### config.mk
export PLATFORM = sky130hd
export DESIGN_NAME = speed_pid_with_integral_separation
export DESIGN_NICKNAME = d
export VERILOG_FILES = /design/src/sv/spid_pkg.sv /design/src/sv/spid_regs.sv /design/src/sv/spid_err.sv /design/src/sv/spid_mult.sv /design/src/sv/spid_out.sv /design/src/sv/speed_pid_with_integral_separation.sv
export SDC_FILE = /design/constraint.sdc
export NUM_CORES = 2
export LEC_CHECK = 0
export ABC_AREA = 1
export BUFFER_PORTS_ARGS = -buffer_cell sky130_fd_sc_hd__buf_2
export CORE_MARGIN = 1
export CORE_UTILIZATION = 40
export DETAILED_ROUTE_END_ITERATION = 7
export HOLD_SLACK_MARGIN = 0.03
export RECOVER_POWER = 50
export SETUP_SLACK_MARGIN = 0.1
export SLEW_MARGIN = 40
export SYNTH_ARGS = -nofsm -noshare
export SYNTH_HDL_FRONTEND = slang
export SYNTH_HIERARCHICAL = 1
export SYNTH_SLANG_ARGS = --single-unit
### constraint.sdc
create_clock -name clk -period 21.5 [get_ports clk]
set_input_delay 4.3 -clock clk [delete_from_list [all_inputs] [get_ports clk]]
set_output_delay 4.3 -clock clk [all_outputs]
set_load 0.01 [all_outputs]
### src/sv/spid_pkg.sv
// Shared widths, register codes and stage word types for the speed PID block.
package spid_pkg;

  localparam int SPEED_W   = 16;
  localparam int DRIVE_W   = 16;
  localparam int GAIN_W    = 20;
  localparam int THR_W     = 16;
  localparam int ILIM_W    = 20;
  localparam int OLIM_W    = 15;
  localparam int CFG_IDX_W = 3;
  localparam int CFG_DAT_W = 20;

  localparam int ERR_W     = SPEED_W + 1;
  localparam int INT_W     = 22;
  localparam int DIFF_W    = ERR_W + 1;
  localparam int P_W       = GAIN_W + ERR_W;
  localparam int I_W       = GAIN_W + INT_W;
  localparam int D_W       = GAIN_W + DIFF_W;
  localparam int SUM_W     = I_W + 2;
  localparam int FRAC_BITS = 12;
  localparam int FLOOR_W   = SUM_W - FRAC_BITS;
  localparam int DEADBAND  = 2;

  typedef enum logic [CFG_IDX_W-1:0] {
    REG_GAIN_P   = 3'd0,
    REG_GAIN_I   = 3'd1,
    REG_GAIN_D   = 3'd2,
    REG_SEP_THR  = 3'd3,
    REG_INT_LIM  = 3'd4,
    REG_OUT_LIM  = 3'd5
  } reg_idx_t;

  typedef struct packed {
    logic signed [GAIN_W-1:0] gain_p;
    logic signed [GAIN_W-1:0] gain_i;
    logic signed [GAIN_W-1:0] gain_d;
    logic        [THR_W-1:0]  separation_threshold;
    logic        [ILIM_W-1:0] integral_limit;
    logic        [OLIM_W-1:0] output_limit;
  } cfg_t;

  // error stage word
  typedef struct packed {
    logic signed [ERR_W-1:0]  err;
    logic signed [INT_W-1:0]  integ;
    logic signed [DIFF_W-1:0] diff;
    logic                     dead;
  } err_word_t;

  // product stage word
  typedef struct packed {
    logic signed [P_W-1:0] p_term;
    logic signed [I_W-1:0] i_term;
    logic signed [D_W-1:0] d_term;
    logic                  dead;
  } prod_word_t;

endpackage

### src/sv/spid_regs.sv
// Configuration register file for the speed PID block.
module spid_regs (
  input  logic                             clk,
  input  logic                             rst,
  input  logic                             cfg_write,
  input  logic [spid_pkg::CFG_IDX_W-1:0]   cfg_index,
  input  logic [spid_pkg::CFG_DAT_W-1:0]   cfg_data,
  output spid_pkg::cfg_t                   cfg
);

  spid_pkg::cfg_t regs;

  always_ff @(posedge clk) begin
    if (rst) begin
      regs <= '0;
    end else if (cfg_write) begin
      case (spid_pkg::reg_idx_t'(cfg_index))
        spid_pkg::REG_GAIN_P: begin
          regs.gain_p <= signed'(cfg_data[spid_pkg::GAIN_W-1:0]);
        end
        spid_pkg::REG_GAIN_I: begin
          regs.gain_i <= signed'(cfg_data[spid_pkg::GAIN_W-1:0]);
        end
        spid_pkg::REG_GAIN_D: begin
          regs.gain_d <= signed'(cfg_data[spid_pkg::GAIN_W-1:0]);
        end
        spid_pkg::REG_SEP_THR: begin
          regs.separation_threshold <= cfg_data[spid_pkg::THR_W-1:0];
        end
        spid_pkg::REG_INT_LIM: begin
          regs.integral_limit <= cfg_data[spid_pkg::ILIM_W-1:0];
        end
        spid_pkg::REG_OUT_LIM: begin
          regs.output_limit <= cfg_data[spid_pkg::OLIM_W-1:0];
        end
        default: begin
          // drop writes to unused indexes
        end
      endcase
    end
  end

  assign cfg = regs;

endmodule

### src/sv/spid_err.sv
// Error stage: forms the error, updates integral and last error, registers the word.
module spid_err (
  input  logic                               clk,
  input  logic                               rst,
  input  spid_pkg::cfg_t                     cfg,
  input  logic                               in_valid,
  output logic                               in_ready,
  input  logic signed [spid_pkg::SPEED_W-1:0] set_speed,
  input  logic signed [spid_pkg::SPEED_W-1:0] measured_speed,
  output logic                               out_valid,
  input  logic                               out_ready,
  output spid_pkg::err_word_t                out_word
);

  localparam int ERR_W  = spid_pkg::ERR_W;
  localparam int INT_W  = spid_pkg::INT_W;
  localparam int DIFF_W = spid_pkg::DIFF_W;

  logic signed [INT_W-1:0] integral_sum;
  logic signed [INT_W-1:0] integral_sum_next;
  logic signed [ERR_W-1:0] previous_error;
  logic                    valid;
  spid_pkg::err_word_t     word;

  logic signed [ERR_W-1:0] err;
  logic        [ERR_W-1:0] err_mag;
  logic                    sep;
  logic signed [INT_W-1:0] int_acc;
  logic signed [INT_W-1:0] lim;
  logic                    accept;

  assign in_ready = !valid || out_ready;
  assign accept   = in_valid && in_ready;

  always_comb begin
    err     = ERR_W'(set_speed) - ERR_W'(measured_speed);
    err_mag = err[ERR_W-1] ? ERR_W'(-err) : ERR_W'(err);
    sep     = err_mag <= ERR_W'(cfg.separation_threshold);
    int_acc = integral_sum + (sep ? INT_W'(err) : INT_W'(0));
    lim     = signed'(INT_W'(cfg.integral_limit));
    // clamp on every word, integrated or not
    if (int_acc > lim) begin
      integral_sum_next = lim;
    end else if (int_acc < -lim) begin
      integral_sum_next = -lim;
    end else begin
      integral_sum_next = int_acc;
    end
  end

  always_ff @(posedge clk) begin
    if (rst) begin
      integral_sum   <= '0;
      previous_error <= '0;
      valid          <= 1'b0;
    end else begin
      if (in_ready) begin
        valid <= in_valid;
      end
      if (accept) begin
        integral_sum   <= integral_sum_next;
        previous_error <= err;
      end
    end
  end

  always_ff @(posedge clk) begin
    if (accept) begin
      word.err   <= err;
      word.integ <= integral_sum_next;
      word.diff  <= DIFF_W'(err) - DIFF_W'(previous_error);
      word.dead  <= err_mag <= ERR_W'(spid_pkg::DEADBAND);
    end
  end

  assign out_valid = valid;
  assign out_word  = word;

endmodule

### src/sv/spid_mult.sv
// Product stage: the three gain multiplications, registered.
module spid_mult (
  input  logic                 clk,
  input  logic                 rst,
  input  spid_pkg::cfg_t       cfg,
  input  logic                 in_valid,
  output logic                 in_ready,
  input  spid_pkg::err_word_t  in_word,
  output logic                 out_valid,
  input  logic                 out_ready,
  output spid_pkg::prod_word_t out_word
);

  localparam int P_W = spid_pkg::P_W;
  localparam int I_W = spid_pkg::I_W;
  localparam int D_W = spid_pkg::D_W;

  logic                 valid;
  spid_pkg::prod_word_t word;

  assign in_ready = !valid || out_ready;

  always_ff @(posedge clk) begin
    if (rst) begin
      valid <= 1'b0;
    end else if (in_ready) begin
      valid <= in_valid;
    end
  end

  always_ff @(posedge clk) begin
    if (in_valid && in_ready) begin
      word.p_term <= P_W'(cfg.gain_p) * P_W'(in_word.err);
      word.i_term <= I_W'(cfg.gain_i) * I_W'(in_word.integ);
      word.d_term <= D_W'(cfg.gain_d) * D_W'(in_word.diff);
      word.dead   <= in_word.dead;
    end
  end

  assign out_valid = valid;
  assign out_word  = word;

endmodule

### src/sv/spid_out.sv
// Output stage: sum, floor, deadband and saturation into the result register.
module spid_out (
  input  logic                               clk,
  input  logic                               rst,
  input  spid_pkg::cfg_t                     cfg,
  input  logic                               in_valid,
  output logic                               in_ready,
  input  spid_pkg::prod_word_t               in_word,
  output logic                               out_valid,
  input  logic                               out_ready,
  output logic signed [spid_pkg::DRIVE_W-1:0] drive
);

  localparam int SUM_W   = spid_pkg::SUM_W;
  localparam int FLOOR_W = spid_pkg::FLOOR_W;
  localparam int DRIVE_W = spid_pkg::DRIVE_W;

  logic                      valid;
  logic signed [DRIVE_W-1:0] drive_reg;
  logic signed [DRIVE_W-1:0] drive_next;

  logic signed [SUM_W-1:0]   sum;
  logic signed [FLOOR_W-1:0] floored;
  logic signed [FLOOR_W-1:0] lim;
  logic signed [FLOOR_W-1:0] sat;

  always_comb begin
    sum     = SUM_W'(in_word.p_term) + SUM_W'(in_word.i_term) + SUM_W'(in_word.d_term);
    // dropping the fraction bits of a two's complement value floors it
    floored = signed'(sum[SUM_W-1:spid_pkg::FRAC_BITS]);
    lim     = signed'(FLOOR_W'(cfg.output_limit));
    if (floored > lim) begin
      sat = lim;
    end else if (floored < -lim) begin
      sat = -lim;
    end else begin
      sat = floored;
    end
    drive_next = in_word.dead ? DRIVE_W'(0) : sat[DRIVE_W-1:0];
  end

  assign in_ready = !valid || out_ready;

  always_ff @(posedge clk) begin
    if (rst) begin
      valid <= 1'b0;
    end else if (in_ready) begin
      valid <= in_valid;
    end
  end

  always_ff @(posedge clk) begin
    if (in_valid && in_ready) begin
      drive_reg <= drive_next;
    end
  end

  assign out_valid = valid;
  assign drive     = drive_reg;

endmodule

### src/sv/speed_pid_with_integral_separation.sv
// Speed PID with integral separation: an accepted word is registered in turn in the error/state,
// product and output stages before drive valid. Throughput one word per cycle when out_ready is
// not stalling the pipe; each stage holds one word and moves it on when the next stage has room.
// Integral and last error update in the error stage, so back-to-back words chain.
// Synchronous reset clears config registers, integral, last error and stage valids, not stage data.
module speed_pid_with_integral_separation (
  input  logic                               clk,
  input  logic                               rst,
  input  logic                               cfg_write,
  input  logic [spid_pkg::CFG_IDX_W-1:0]     cfg_index,
  input  logic [spid_pkg::CFG_DAT_W-1:0]     cfg_data,
  input  logic                               in_valid,
  output logic                               in_ready,
  input  logic signed [spid_pkg::SPEED_W-1:0] set_speed,
  input  logic signed [spid_pkg::SPEED_W-1:0] measured_speed,
  output logic                               out_valid,
  input  logic                               out_ready,
  output logic signed [spid_pkg::DRIVE_W-1:0] drive
);

  spid_pkg::cfg_t       cfg;
  spid_pkg::err_word_t  err_word;
  spid_pkg::prod_word_t prod_word;
  logic                 err_valid;
  logic                 err_ready;
  logic                 prod_valid;
  logic                 prod_ready;

  spid_regs u_regs (
    .clk       (clk),
    .rst       (rst),
    .cfg_write (cfg_write),
    .cfg_index (cfg_index),
    .cfg_data  (cfg_data),
    .cfg       (cfg)
  );

  spid_err u_err (
    .clk            (clk),
    .rst            (rst),
    .cfg            (cfg),
    .in_valid       (in_valid),
    .in_ready       (in_ready),
    .set_speed      (set_speed),
    .measured_speed (measured_speed),
    .out_valid      (err_valid),
    .out_ready      (err_ready),
    .out_word       (err_word)
  );

  spid_mult u_mult (
    .clk       (clk),
    .rst       (rst),
    .cfg       (cfg),
    .in_valid  (err_valid),
    .in_ready  (err_ready),
    .in_word   (err_word),
    .out_valid (prod_valid),
    .out_ready (prod_ready),
    .out_word  (prod_word)
  );

  spid_out u_out (
    .clk       (clk),
    .rst       (rst),
    .cfg       (cfg),
    .in_valid  (prod_valid),
    .in_ready  (prod_ready),
    .in_word   (prod_word),
    .out_valid (out_valid),
    .out_ready (out_ready),
    .drive     (drive)
  );

endmodule

==> flow_summary.yaml <==
run_status:
  status: "complete, but fails checks"
  failed_checks: "max-capacitance violations, max-slew violations"
route:
  routed_wl_mm: 212
  antenna_left: 0
  post_drt_via_cell_ratio: 4.94
  first_pass_iters: 6
  dr.first_iter.drc_count: 3999
  vias: 56100
  drc: 0
  wl_per_cell_um: 18.7
synth:
  synth_adder_area_share: 0.439
  synthSimpleGateAreaFrac: 0.221
  synth_compound_area_frac: 0.0388
  ys.flop_type: "edfxtp_1"
  synth_cell_types: 62
  synth_edf_count: 192
  syn_area_um2: 68900
  synth_seq_area_share: 0.128
  muxShareOfSynthArea: 0
  synth_xor_area_frac: 0.0218
  yosysWarnings: 6
  postSynthAreaPerCell_um2: 7.56
  syn_inst: 9111
  async_flop_share: 0
  syn_nets: 10900
  synth_top_family_by_area: "adder cells"
  synth-seq-cells: 345
sta:
  worst_clock_skew_ns: 0.0482
  fin_hold_ws_ns: 0.489
  finalMaxSlewViolations: 339
  rsz0062_at_grt: "no"
  relSlewSlack: -1.74
  setup_viol: 0
  hold_violations: 0
  period_needed_ns: 13.36
  fin_tns_setup_ns: 0
  timing.final.crit_share: 0.621
  fin_ws_ns: 8.14
  max_freq_ghz: 0.0749
  worst_pin_slew_ns: 4.12
worst_hold_path:
  hp-class: "reg -> reg"
  worst_hold_path.endpoint: "u_regs/cfg[91]$_SDFFE_PP0P_"
  worstHoldStart: "u_regs/cfg[91]$_SDFFE_PP0P_"
  hold-path-cell-count: 2
critical_path:
  r2r-end: "u_err/integral_sum[2]$_SDFFE_PP0P_"
  r2r_start: "u_regs/cfg[39]$_SDFFE_PP0P_"
  crit_cells: 53
  start_kind: "primary input"
  worst-path-buf-inv: 7
  cp_slowest_cell: "o21ai_0"
  r2r_cells: 39
  rrSetupSlack_ns: 14.02
  required_ns: 22.09
  crit_path_max_incr_delay_ns: 0.58
  end_kind: "flop"
  crit_fanout: 39
  crit_top_cell: "nand2_1"
  worstSetupPathType: "in -> reg"
  crit_arrival_ns: 13.95
  cp_top_family: "simple AND/OR/NAND/NOR gates"
clock_tree:
  cts.repair.resized: 0
  cts.clk_slew.worst_paths_ns: 0.06
  cts_buffers: 44
  cts_tree: "done"
  postCtsSetupRepairBufs: 0
  cts_buffer_depth: 3
  cts.sinks: 345
  h-tree-depth: 2
  clk_latency_ns: 0.66
  root_buffer: "clkbuf_16"
  postCtsHoldBufs: 0
global_route:
  grt_pass1_vias: 57100
  grt_start_max_net_pins: 67
  globalRoute.totalOverflow: 0
  grt_pass1_wl_mm: 330
  grt_util_all_layers: 0.246
  antenna_found_initial: 3
placement:
  dp_hpwl_mm: 178
  place_ws_ns: 7.52
  place_congestion: 0.946
  dpl.cell_count: 11300
  io_buffers: 77
final_layout:
  nets: 10800
  fin_util: 0.431
  finalNonFillerCells: 11400
  largest_reg_flops: 118
  drive_above_1_share: 0.0498
  area_growth_pct: 6.52
power:
  vdd_drop_max_uv: 124
  power_density_nw_per_um2: 114
  p_leak_nw: 40.3
die:
  design.die.area_um2: 174000
  die_h_um: 417
  num_rows: 151
  die-width_um: 417
  core_um2: 170000
  start_util: 0.405
  ios: 78
run:
  maxCapViolCount: 8
## cell type report
cell class,count,area [um2]
Timing Repair Buffer,174,1220
Clock inverter,27,299
Clock buffer,55,1350
Sequential cell,345,8870
Tap cell,2295,2870
Multi-Input combinational cell,6035,49600
Antenna cell,4,10.0
Inverter,2420,9090
Fill cell,17400,96900
## cell usage after synthesis (all sizes together), types with 2 or more instances
cell | count | area share
nand2 | 2449 | 0.14
inv | 2418 | 0.13
fa | 1202 | 0.35
nor2 | 658 | 0.037
ha | 495 | 0.090
nand3 | 404 | 0.031
a21oi | 262 | 0.019
clkbuf | 259 | 0.014
edfxtp | 192 | 0.084
dfxtp | 153 | 0.044
o21ai | 140 | 0.010
xor2 | 129 | 0.017
nand4 | 58 | 0.0057
buf | 52 | 0.0045
or2 | 47 | 0.0043
xnor2 | 38 | 0.0051
nor3 | 37 | 0.0032
o21bai | 29 | 0.0032
nand3b | 18 | 0.0020
nor4 | 13 | 0.0015
a21o | 10 | 0.0011
a211oi | 7 | 0.00076
o21a | 7 | 0.00076
a31oi | 6 | 0.00055
o211ai | 6 | 0.00073
a21boi | 5 | 0.00060
o31ai | 3 | 0.00033
and2 | 2 | 0.00018
and3 | 2 | 0.00018
clkinv | 2 | 0.00011
## kinds of logic (layout without fill, tap and decap cells)
kind of cell	Yosys count	in the layout
compound gates	482	482
xor+xnor	167	167
buf+inv	2731	2676
fa+ha+maj	1697	1697
flops	345	345
simple gates	3689	3689
other cells	0	4
## how the worst max path moves through the flow
stage                 start                                  end  slack, ns
3_5_place_dp   set_speed[0]   u_err/integral_sum[2]$_SDFFE_PP0P_       7.52
2_1_floorplan  set_speed[0]  u_err/integral_sum[17]$_SDFFE_PP0P_       9.83
6_report       set_speed[0]   u_err/integral_sum[2]$_SDFFE_PP0P_       8.14
5_1_grt        set_speed[0]   u_err/integral_sum[2]$_SDFFE_PP0P_       7.16
4_1_cts        set_speed[0]   u_err/integral_sum[2]$_SDFFE_PP0P_       8.18
3_3_place_gp   set_speed[0]  u_err/integral_sum[19]$_SDFFE_PP0P_       7.28
## layout by cell type (no fill, tap or decap), types with 6 or more instances in the layout
cell,synthesis,routed
xnor2_1,36,38
o21ai_1,17,17
fa_1,1202,1201
buf_2,32,59
nor2_2,23,23
nand3_1,376,380
buf_4,8,46
nor2_1,632,630
ha_1,495,494
nand2_1,2399,2400
inv_2,13,12
nor4_1,10,10
o21bai_1,28,28
inv_1,2405,2402
a211oi_1,7,7
nand2_2,44,43
clkbuf_16,0,53
or2_2,42,42
clkbuf_1,259,27
nor3_1,31,31
clkinv_2,0,9
a21o_1,10,10
dfxtp_2,0,37
o21a_1,7,7
nand2_4,6,6
buf_6,6,41
nand4_1,55,55
a31oi_1,6,6
nand3_2,28,24
dfxtp_1,153,116
xor2_1,126,128
a21oi_1,258,257
edfxtp_1,192,192
nand3b_1,18,18
o21ai_0,118,120
## per-layer routing
layer,routed length [um],vias to the layer above,global-route usage
li1,-,26400,-
met1,94600,27600,0.345
met2,96500,1873,0.398
met3,15200,235,0.0381
met4,5760,2,0.0629
met5,10,-,0
## through the flow
stage	cell area [um2]	total power, mW
floorplan	68900	5.46
finish	73300	8.33
global route	73300	9.16
global placement	71300	7.35
CTS	73400	8.33
detailed placement	71800	7.45
## tightest hold or removal path, cell delays in order, from the launching register on
cell	delay, ns
dfxtp_1	0.33
nor2_1	0.05
nor2_1	0.08
## power by group
group / leakage [nW] / internal (mW) / total (mW) / switching [mW]
clock: 0.820 / 0.492 / 0.836 / 0.343
sequential: 3.13 / 0.940 / 1.12 / 0.184
combinational: 36.3 / 2.08 / 6.37 / 4.28
No activity file was read; power rests on OpenSTA's default activity.
